## config.mk

```make
export PLATFORM = sky130hd
export DESIGN_NAME = trapezoid_integrate_arctan_kernel
export DESIGN_NICKNAME = d
export VERILOG_FILES = /design/src/tiak_pkg.sv /design/src/trapezoid_integrate_arctan_kernel.sv
export SDC_FILE = /design/constraint.sdc
export NUM_CORES = 2
export LEC_CHECK = 0
export BUFFER_PORTS_ARGS = -buffer_cell sky130_fd_sc_hd__buf_2
export CAP_MARGIN = 20
export CORE_UTILIZATION = 50
export CTS_BUF_LIST = sky130_fd_sc_hd__clkbuf_4 sky130_fd_sc_hd__clkbuf_8
export CTS_CLUSTER_DIAMETER = 60
export CTS_CLUSTER_SIZE = 14
export DETAILED_ROUTE_END_ITERATION = 8
export PLACE_DENSITY = 0.71
export SETUP_SLACK_MARGIN = 0.2
export SLEW_MARGIN = 20
export SYNTH_ARGS = -nofsm -noshare
export SYNTH_HDL_FRONTEND = slang
export SYNTH_SLANG_ARGS = --single-unit
export TNS_END_PERCENT = 50
```

## constraint.sdc

```tcl
create_clock -name clk_i -period 11.8 [get_ports clk_i]
set_input_delay 1.77 -clock clk_i [delete_from_list [all_inputs] [get_ports clk_i]]
set_output_delay 1.77 -clock clk_i [all_outputs]
set_load 0.02 [all_outputs]
```

## src/tiak_pkg.sv

```systemverilog
// ----------------------------------------------------------------------------
// tiak_pkg: shared types and constants of the trapezoid arctan integrator
// Fixed-point formats, datapath widths, sequencer states and register indexes.
// ----------------------------------------------------------------------------
`timescale 1ns / 1ps

package tiak_pkg;

  // Number formats
  localparam int unsigned FRAC_BITS  = 36;
  localparam int unsigned COUNT_BITS = 24;
  localparam int unsigned VAL_W      = 42;   // Q6.36 operand / result word
  localparam int unsigned CNT_W      = 25;   // interval count register
  localparam int unsigned SUM_W      = 64;   // running sum of samples

  // Shared multiplier: SUM_W x VAL_W product from four partial products
  localparam int unsigned PROD_W     = SUM_W + VAL_W;
  localparam int unsigned MA_CHUNK   = SUM_W / 2;
  localparam int unsigned MB_CHUNK   = VAL_W / 2;
  localparam int unsigned PP_W       = MA_CHUNK + MB_CHUNK;
  localparam int unsigned SH_W       = $clog2(MA_CHUNK + MB_CHUNK + 1);
  localparam int unsigned MCNT_W     = 3;
  localparam int unsigned MUL_STEPS  = 4;

  // Restoring divider for 2^(2F+2) / (1 + x^2)
  localparam int unsigned DEN_CAP_BIT = 60;
  localparam int unsigned DEN_W       = DEN_CAP_BIT + 1;
  localparam int unsigned REM_W       = DEN_CAP_BIT;
  localparam int unsigned SQ_W        = PROD_W - FRAC_BITS;
  localparam int unsigned DIV_TOP     = 2 * FRAC_BITS + 2;
  localparam int unsigned DCNT_W      = $clog2(DIV_TOP + 1);

  localparam logic [DEN_W-1:0] DEN_CAP  = DEN_W'(1) << DEN_CAP_BIT;
  localparam logic [DEN_W-1:0] DEN_ONE  = DEN_W'(1) << FRAC_BITS;
  localparam logic [CNT_W-1:0] CNT_LIMIT = CNT_W'(1) << COUNT_BITS;

  // APB data width (registers wider than 32 bits)
  localparam int unsigned APB_DW = 64;
  localparam int unsigned APB_AW = 4;

  typedef enum logic {
    REG_STEP_WIDTH     = 1'b0,
    REG_INTERVAL_COUNT = 1'b1
  } reg_idx_e;

  typedef enum logic [2:0] {
    ST_IDLE,
    ST_MUL,
    ST_DEN,
    ST_DIV,
    ST_ACC,
    ST_NEXT,
    ST_FIN,
    ST_DONE
  } state_e;

  typedef enum logic [1:0] {
    PH_A,     // f at the start point
    PH_B,     // f at the end point
    PH_IN,    // interior sample
    PH_FIN    // final product sum * h
  } phase_e;

endpackage

```

## src/trapezoid_integrate_arctan_kernel.sv

```systemverilog
// ----------------------------------------------------------------------------
// trapezoid_integrate_arctan_kernel: trapezoid integral of 4/(1+x^2)
// Sequenced datapath around one shared multiplier and one restoring divider.
// ----------------------------------------------------------------------------
// Usage:
//   Program step_width (h, Q6.36, byte address 0) and interval_count (n,
//   address 8) over the APB port while the block is idle. Each input transfer
//   carries start_point and end_point; the block returns one output transfer
//   with integral_value (Q6.36) and a saturated flag.
//   Each f sample runs x^2 on the shared 32x21 multiplier, forms the
//   denominator, runs 75 divider iterations (one quotient bit a cycle),
//   accumulates and steps. A request with n >= 1 evaluates n+1 samples and
//   then scales the trapezoid sum by h; n = 0 gives zero. n is clamped to
//   2^24. in_stall_o is high for the whole request, so one request is in
//   flight at a time.
//   The result sits in an output register; while out_stall_i holds it, the
//   block still accepts and computes the next request, then waits with the
//   new result until the output register frees.
//   Reset clears both registers, the sequencer and the output valid.
// ----------------------------------------------------------------------------
`timescale 1ns / 1ps

module trapezoid_integrate_arctan_kernel
  import tiak_pkg::*;
(
  input  logic                clk_i,
  input  logic                rst_ni,
  // APB configuration port
  input  logic                psel,
  input  logic                penable,
  input  logic                pwrite,
  input  logic [APB_AW-1:0]   paddr,
  input  logic [APB_DW-1:0]   pwdata,
  output logic [APB_DW-1:0]   prdata,
  output logic                pready,
  // Request channel
  input  logic                in_valid_i,
  output logic                in_stall_o,
  input  logic [VAL_W-1:0]    start_point_i,
  input  logic [VAL_W-1:0]    end_point_i,
  // Result channel
  output logic                out_valid_o,
  input  logic                out_stall_i,
  output logic [VAL_W-1:0]    integral_value_o,
  output logic                saturated_o
);

  // Configuration registers
  logic [VAL_W-1:0] step_width_q;
  logic [CNT_W-1:0] interval_count_q;

  // Sequencer
  state_e state_q, state_d;
  phase_e phase_q;
  logic [MCNT_W-1:0] mul_cnt_q;
  logic [DCNT_W-1:0] div_cnt_q;
  logic [CNT_W-1:0]  step_counter_q;
  logic [CNT_W-1:0]  n_q;

  // Datapath
  logic [VAL_W-1:0]  end_q;
  logic [VAL_W-1:0]  sample_position_q;
  logic [SUM_W-1:0]  running_sum_q;
  logic [SUM_W-1:0]  fa_q;
  logic [SUM_W-1:0]  mul_a_q;
  logic [VAL_W-1:0]  mul_b_q;
  logic [PP_W-1:0]   pp_q;
  logic [SH_W-1:0]   pp_sh_q;
  logic [PROD_W-1:0] acc_q;
  logic [DEN_W-1:0]  den_q;
  logic [REM_W-1:0]  rem_q;
  logic [SUM_W-1:0]  quo_q;
  logic [VAL_W-1:0]  res_q;
  logic              res_sat_q;

  // Output register
  logic              out_valid_q;
  logic [VAL_W-1:0]  out_value_q;
  logic              out_sat_q;

  logic in_xfer;
  logic cfg_wr;
  logic out_load;

  assign in_xfer  = in_valid_i && !in_stall_o;
  assign cfg_wr   = psel && penable && pwrite && pready;
  assign out_load = (state_q == ST_DONE) && (!out_valid_q || !out_stall_i);

  // --------------------------------------------------------------------------
  // APB register file
  // --------------------------------------------------------------------------
  assign pready = 1'b1;

  always_comb begin
    unique case (reg_idx_e'(paddr[3]))
      REG_STEP_WIDTH:     prdata = APB_DW'(step_width_q);
      REG_INTERVAL_COUNT: prdata = APB_DW'(interval_count_q);
      default:            prdata = '0;
    endcase
  end

  always_ff @(posedge clk_i or negedge rst_ni) begin
    if (!rst_ni) begin
      step_width_q     <= '0;
      interval_count_q <= '0;
    end else if (cfg_wr) begin
      unique case (reg_idx_e'(paddr[3]))
        REG_STEP_WIDTH:     step_width_q     <= pwdata[VAL_W-1:0];
        REG_INTERVAL_COUNT: interval_count_q <= pwdata[CNT_W-1:0];
        default: ;
      endcase
    end
  end

  // --------------------------------------------------------------------------
  // Shared multiplier step: one 32x21 partial product a cycle
  // --------------------------------------------------------------------------
  logic [MA_CHUNK-1:0] ma_chunk;
  logic [MB_CHUNK-1:0] mb_chunk;
  logic [PP_W-1:0]     pp_d;
  logic [SH_W-1:0]     pp_sh_d;
  logic [PROD_W-1:0]   acc_add;

  always_comb begin
    ma_chunk = mul_cnt_q[1] ? mul_a_q[SUM_W-1:MA_CHUNK] : mul_a_q[MA_CHUNK-1:0];
    mb_chunk = mul_cnt_q[0] ? mul_b_q[VAL_W-1:MB_CHUNK] : mul_b_q[MB_CHUNK-1:0];
    pp_d     = PP_W'(ma_chunk) * PP_W'(mb_chunk);
    pp_sh_d  = (mul_cnt_q[1] ? SH_W'(MA_CHUNK) : SH_W'(0))
             + (mul_cnt_q[0] ? SH_W'(MB_CHUNK) : SH_W'(0));
    acc_add  = acc_q + (PROD_W'(pp_q) << pp_sh_q);
  end

  // --------------------------------------------------------------------------
  // Denominator 1 + x^2, clamped to the cap code
  // --------------------------------------------------------------------------
  logic [SQ_W-1:0]  sq;
  logic [DEN_W-1:0] den_sum;
  logic [DEN_W-1:0] den_d;

  always_comb begin
    sq      = acc_q[PROD_W-1:FRAC_BITS];
    den_sum = DEN_W'(sq[DEN_CAP_BIT-1:0]) + DEN_ONE;
    if (|sq[SQ_W-1:DEN_CAP_BIT]) begin
      den_d = DEN_CAP;
    end else if (den_sum > DEN_CAP) begin
      den_d = DEN_CAP;
    end else begin
      den_d = den_sum;
    end
  end

  // --------------------------------------------------------------------------
  // Restoring divider step: one quotient bit a cycle
  // --------------------------------------------------------------------------
  logic [DEN_W-1:0] rem_sh;
  logic             quo_bit;
  logic [REM_W-1:0] rem_d;

  always_comb begin
    rem_sh  = {rem_q, (div_cnt_q == DCNT_W'(DIV_TOP))};
    quo_bit = (rem_sh >= den_q);
    rem_d   = quo_bit ? REM_W'(rem_sh - den_q) : REM_W'(rem_sh);
  end

  // --------------------------------------------------------------------------
  // Sample accumulation, next sample and final scaling
  // --------------------------------------------------------------------------
  logic [SUM_W:0]     end_sum;
  logic [SUM_W:0]     in_sum;
  logic [CNT_W-1:0]   k_next;
  logic               more_samples;
  logic [VAL_W-1:0]   pos_next;
  logic [SQ_W-1:0]    fin_shift;
  logic               fin_sat;
  logic [CNT_W-1:0]   n_clamped;

  always_comb begin
    end_sum      = {1'b0, fa_q} + {1'b0, quo_q};
    in_sum       = {1'b0, running_sum_q} + {1'b0, quo_q};
    k_next       = step_counter_q + CNT_W'(1);
    more_samples = (k_next < n_q);
    pos_next     = sample_position_q + step_width_q;
    fin_shift    = acc_q[PROD_W-1:FRAC_BITS];
    fin_sat      = |fin_shift[SQ_W-1:VAL_W];
    n_clamped    = (interval_count_q > CNT_LIMIT) ? CNT_LIMIT : interval_count_q;
  end

  // --------------------------------------------------------------------------
  // Next-state logic
  // --------------------------------------------------------------------------
  always_comb begin
    state_d    = state_q;
    in_stall_o = (state_q != ST_IDLE);
    unique case (state_q)
      ST_IDLE: begin
        // Input is never stalled while idle
        if (in_valid_i) begin
          state_d = (n_clamped == '0) ? ST_DONE : ST_MUL;
        end
      end
      ST_MUL: begin
        if (mul_cnt_q == MCNT_W'(MUL_STEPS)) begin
          state_d = (phase_q == PH_FIN) ? ST_FIN : ST_DEN;
        end
      end
      ST_DEN:  state_d = ST_DIV;
      ST_DIV: begin
        if (div_cnt_q == '0) begin
          state_d = ST_ACC;
        end
      end
      ST_ACC:  state_d = ST_NEXT;
      ST_NEXT: state_d = ST_MUL;
      ST_FIN:  state_d = ST_DONE;
      ST_DONE: begin
        if (out_load) begin
          state_d = ST_IDLE;
        end
      end
      default: state_d = ST_IDLE;
    endcase
  end

  // --------------------------------------------------------------------------
  // Control registers
  // --------------------------------------------------------------------------
  always_ff @(posedge clk_i or negedge rst_ni) begin
    if (!rst_ni) begin
      state_q        <= ST_IDLE;
      phase_q        <= PH_A;
      mul_cnt_q      <= '0;
      div_cnt_q      <= '0;
      step_counter_q <= '0;
      n_q            <= '0;
      out_valid_q    <= 1'b0;
    end else begin
      state_q <= state_d;

      // Count multiplier and divider steps
      if (state_q == ST_MUL) begin
        mul_cnt_q <= mul_cnt_q + MCNT_W'(1);
      end else begin
        mul_cnt_q <= '0;
      end
      if (state_q == ST_DEN) begin
        div_cnt_q <= DCNT_W'(DIV_TOP);
      end else if (state_q == ST_DIV) begin
        div_cnt_q <= div_cnt_q - DCNT_W'(1);
      end

      // Load request, then advance phase and sample index
      if (in_xfer) begin
        n_q            <= n_clamped;
        step_counter_q <= '0;
        phase_q        <= PH_A;
      end else if (state_q == ST_NEXT) begin
        if (phase_q == PH_A) begin
          phase_q <= PH_B;
        end else if (more_samples) begin
          phase_q        <= PH_IN;
          step_counter_q <= k_next;
        end else begin
          phase_q <= PH_FIN;
        end
      end

      // Hold the result until the receiver takes it
      if (out_load) begin
        out_valid_q <= 1'b1;
      end else if (!out_stall_i) begin
        out_valid_q <= 1'b0;
      end
    end
  end

  // --------------------------------------------------------------------------
  // Datapath registers
  // --------------------------------------------------------------------------
  always_ff @(posedge clk_i) begin
    // Request load: f(a) goes first
    if (in_xfer) begin
      end_q             <= end_point_i;
      sample_position_q <= start_point_i;
      running_sum_q     <= '0;
      mul_a_q           <= SUM_W'(start_point_i);
      mul_b_q           <= start_point_i;
      acc_q             <= '0;
      res_q             <= '0;
      res_sat_q         <= 1'b0;
    end

    // Multiply: register each partial product, then add it shifted
    if (state_q == ST_MUL) begin
      pp_q    <= pp_d;
      pp_sh_q <= pp_sh_d;
      if (mul_cnt_q != '0) begin
        acc_q <= acc_add;
      end
    end

    // Start the divide
    if (state_q == ST_DEN) begin
      den_q <= den_d;
      rem_q <= '0;
      quo_q <= '0;
    end

    // Divide step
    if (state_q == ST_DIV) begin
      rem_q <= rem_d;
      quo_q <= {quo_q[SUM_W-2:0], quo_bit};
    end

    // Accumulate the sample
    if (state_q == ST_ACC) begin
      unique case (phase_q)
        PH_A:    fa_q          <= quo_q;
        PH_B:    running_sum_q <= end_sum[SUM_W:1];
        PH_IN:   running_sum_q <= in_sum[SUM_W] ? '1 : in_sum[SUM_W-1:0];
        PH_FIN:  ;
        default: ;
      endcase
    end

    // Pick the next multiplier operands
    if (state_q == ST_NEXT) begin
      acc_q <= '0;
      if (phase_q == PH_A) begin
        mul_a_q <= SUM_W'(end_q);
        mul_b_q <= end_q;
      end else if (more_samples) begin
        sample_position_q <= pos_next;
        mul_a_q           <= SUM_W'(pos_next);
        mul_b_q           <= pos_next;
      end else begin
        mul_a_q <= running_sum_q;
        mul_b_q <= step_width_q;
      end
    end

    // Scale and saturate
    if (state_q == ST_FIN) begin
      res_q     <= fin_sat ? '1 : fin_shift[VAL_W-1:0];
      res_sat_q <= fin_sat;
    end

    if (out_load) begin
      out_value_q <= res_q;
      out_sat_q   <= res_sat_q;
    end
  end

  assign out_valid_o      = out_valid_q;
  assign integral_value_o = out_value_q;
  assign saturated_o      = out_sat_q;

  // --------------------------------------------------------------------------
  // Assertions
  // --------------------------------------------------------------------------
  a_out_from_done: assert property (@(posedge clk_i) disable iff (!rst_ni)
    $rose(out_valid_o) |-> $past(state_q == ST_DONE))
    else $error("result appeared without a finished request");

  a_xfer_leaves_idle: assert property (@(posedge clk_i) disable iff (!rst_ni)
    in_xfer |=> (state_q != ST_IDLE))
    else $error("sequencer stayed idle after a request transfer");

  a_div_nonzero: assert property (@(posedge clk_i) disable iff (!rst_ni)
    (state_q == ST_DIV) |-> (den_q >= DEN_ONE && den_q <= DEN_CAP))
    else $error("divisor out of range");

  a_interior_bound: assert property (@(posedge clk_i) disable iff (!rst_ni)
    (state_q == ST_MUL && phase_q == PH_IN) |-> (step_counter_q < n_q))
    else $error("interior sample index beyond interval count");

  a_sat_value: assert property (@(posedge clk_i) disable iff (!rst_ni)
    (out_valid_o && saturated_o) |-> (integral_value_o == '1))
    else $error("saturated result not clamped to full scale");

endmodule

```

==> reports/metrics.yaml <==
status:
  status: "completed"
timing:
  relSlewSlack: 0.182
  fmax_mhz: 103
  rsz0062_at_grt: "false"
  drv_slew: 0
  worst_slew_pin_slew_ns: 1.20
  finalHoldViolations: 0
  post-route-min-period_ns: 9.69
  period_share: 0.821
  finalSetupViolCount: 0
  skew_ns: 0.138
  setup_tns_ns: 0
setup_path:
  critPathLaunchType: "register"
  worstPathMaxFanout: 37
  critical-path-slowest-cell: "dfrtp_2"
  arrival_ns: 10.24
  cp_common_cell: "fa_1"
  cpPeakStageDelay_ns: 0.94
  cp.required_ns: 12.35
  end_kind: "register"
  reg2reg_slack_ns: 2.11
  crit_type: "reg2reg"
cts:
  clk_path_buf_depth: 3
  h-tree-depth: 3
  cts_root_buf: "clkbuf_8"
  clk_pin_slew_ns: 0.09
  clock_sinks: 883
  hold_buffers: 0
  cts_resized: 0
  cts_tree: "built"
  post_cts_buffers: 0
  insertion_delay_ns: 0.94
  cts_buffers: 96
die:
  io_pins: 269
  die-area_mm2: 0.156
  coreArea_mm2: 0.153
  fp.dieH_um: 395
  die_x_um: 395
  start_util: 0.506
  num_rows: 143
global_route:
  antenna_found_initial: 23
  grt_pass1_vias: 62934
  grt-ovfl-total: 0
  grt_pass1_wl_um: 369000
  grt_max_degree: 85
  grt_use_total: 0.305
synth:
  synthTopCellsByCount: "nand2_1, inv_1, nor2_1"
  ys_dominant_reg_cell: "edfxtp_1"
  synth_most_common_cell: "nand2_1"
  synth_cells: 8455
  syn_area_per_cell_um2: 9.13
  ys_types: 96
  yosysTopAreaCellShare: 0.209
  synth_top_area_cell: "edfxtp_1"
  netlist_area_mm2: 0.0772
  yosysWarningCount: 0
  synth_edf_count: 538
  yosysSeqAreaShare: 0.307
  ys_async_sr_fraction: 0.151
  synth_area_leaders: "edfxtp_1, fa_1, ha_1, dfxtp_1, nand2_1"
  synth_seq_cells: 883
drt:
  wl_per_cell_um: 22.7
  drc: 0
  drt-total-wl_um: 240000
  vias: 62942
  routed_via_density: 5.95
  drtPass1Iterations: 6
  ant_nets: 0
  initialDrtViolationCount: 5542
final_layout:
  fillCellCount: 13772
  layout-drive-gt1-share: 0.0894
  syn2layout_area_growth_pct: 6.74
  final_nets: 9708
  stdcell_count: 10581
place:
  dpl.cell_count: 10375
  dpl.hpwl_um: 187000
  gp_congestion: 1.00
  port_buffers: 220
power:
  p_leak_nw: 38.8
  power.density_mw_per_mm2: 77.4
  peakVddDrop_v: 0.000108
min_path:
  hold_class: "reg2reg"
job:
  timing.max_cap.violations: 0
-- worst max-delay path: cells and delay by family (launching register included) --
family / cells / cell delay, ns
adders and majority gates: 8 / 3.83
AOI/OAI and AO/OA: 10 / 2.39
DFF: 1 / 0.94
muxes: 1 / 0.94
buffers and inverters: 6 / 0.91
and+or+nand+nor: 1 / 0.18
xor gates and xnor gates: 1 / 0.09
-- logic make-up (layout without fill, tap and decap cells) --
kind of cell | count (synthesis) | after routing | synth area share
compound gates | 1894 | 1894 | 0.156
mux | 303 | 303 | 0.0420
xor+xnor | 400 | 400 | 0.0454
buf+inv | 1276 | 1326 | 0.0639
flops | 883 | 883 | 0.307
fa+ha+maj | 1105 | 1105 | 0.235
other cells | 2 | 48 | 0.0000972
simple gates | 2592 | 2592 | 0.151
-- layer usage --
layer / global-route usage / up-vias / routed length, µm
met5: 0 / - / 0
met4: 0.176 / 0 / 15600
met3: 0.0594 / 592 / 19100
met2: 0.493 / 2574 / 111000
met1: 0.381 / 30718 / 95200
li1: - / 29058 / -
-- final timing paths --
path | startpoint | end | cells after the start
min in group asynchronous | rst_ni | step_width_q[19] | 1
max in group asynchronous | rst_ni | state_q[0] | 2
setup reg to reg | mul_cnt_q[1] | pp_q[52] | 27
hold reg to reg | res_q[16] | integral_value_o[16] | 0
setup / recovery | mul_cnt_q[1] | pp_q[52] | 27
hold / removal | res_q[16] | integral_value_o[16] | 0
-- report_power, final --
part           switching (W)  internal [W]
clock network        0.00128       0.00109
logic               0.000360      0.000253
registers           0.000109       0.00329
total                0.00175       0.00463
-- cell usage in the layout (no fill, tap or decap), types with 45 or more instances in the layout --
master    instances
mux2i_1         111
edfxtp_1        538
inv_1           828
nor3_1           63
nand2_1        1052
a21o_1          265
buf_2           219
a21oi_1         565
fa_1            572
nor2b_1          61
nand3_1         169
nand4_1         115
xnor2_1         244
ha_1            532
and3_1          138
dfrtp_1         130
and2_1          122
o21ai_0         424
nor2_1          697
dfxtp_1         212
o21bai_1         89
a221o_1          54
mux2_2          167
clkbuf_8         99
buf_4            92
xor2_1          156
a31oi_1          61
a22o_1           45
-- area by class of cell --
class	count	area (µm²)	share of cell area
multi-input cells	6317	48900	0.593
flip-flops and latches	883	23700	0.288
inverters	832	3130	0.0380
well taps	2030	2540	0.0308
repair buffers	314	1820	0.0221
clock buffers	128	1580	0.0192
clock inverters	52	647	0.00785
diodes	25	62.6	0.000759
-- metrics by stage --
| stage | setup WS (ns) | cell area (µm²) | power, W | hold slack, ns | utilization |
|---|---|---|---|---|---|
| 5_1_grt | 1.75 | 82400 | 0.00660 | 0.422 | 0.540 |
| 3_5_place_dp | 2.29 | 80100 | 0.00407 | 0.405 | 0.525 |
| 2_1_floorplan | 3.35 | 77300 | 0.00383 | 0.400 | - |
| 4_1_cts | 2.21 | 82300 | 0.00642 | 0.423 | 0.540 |
| 6_report | 2.11 | 82400 | 0.00638 | 0.426 | 0.540 |
| 3_3_place_gp | 2.36 | 80100 | 0.00406 | 0.401 | 0.525 |
-- sequential cells by signal, indices dropped and copies added, names as in the netlist, 53 cells and up --
signal and count:
acc_q 106, fa_q 64, mul_a_q 64, quo_q 64, running_sum_q 64, den_q 61
rem_q 60, pp_q 53
Power figures use the tool's default switching activity.
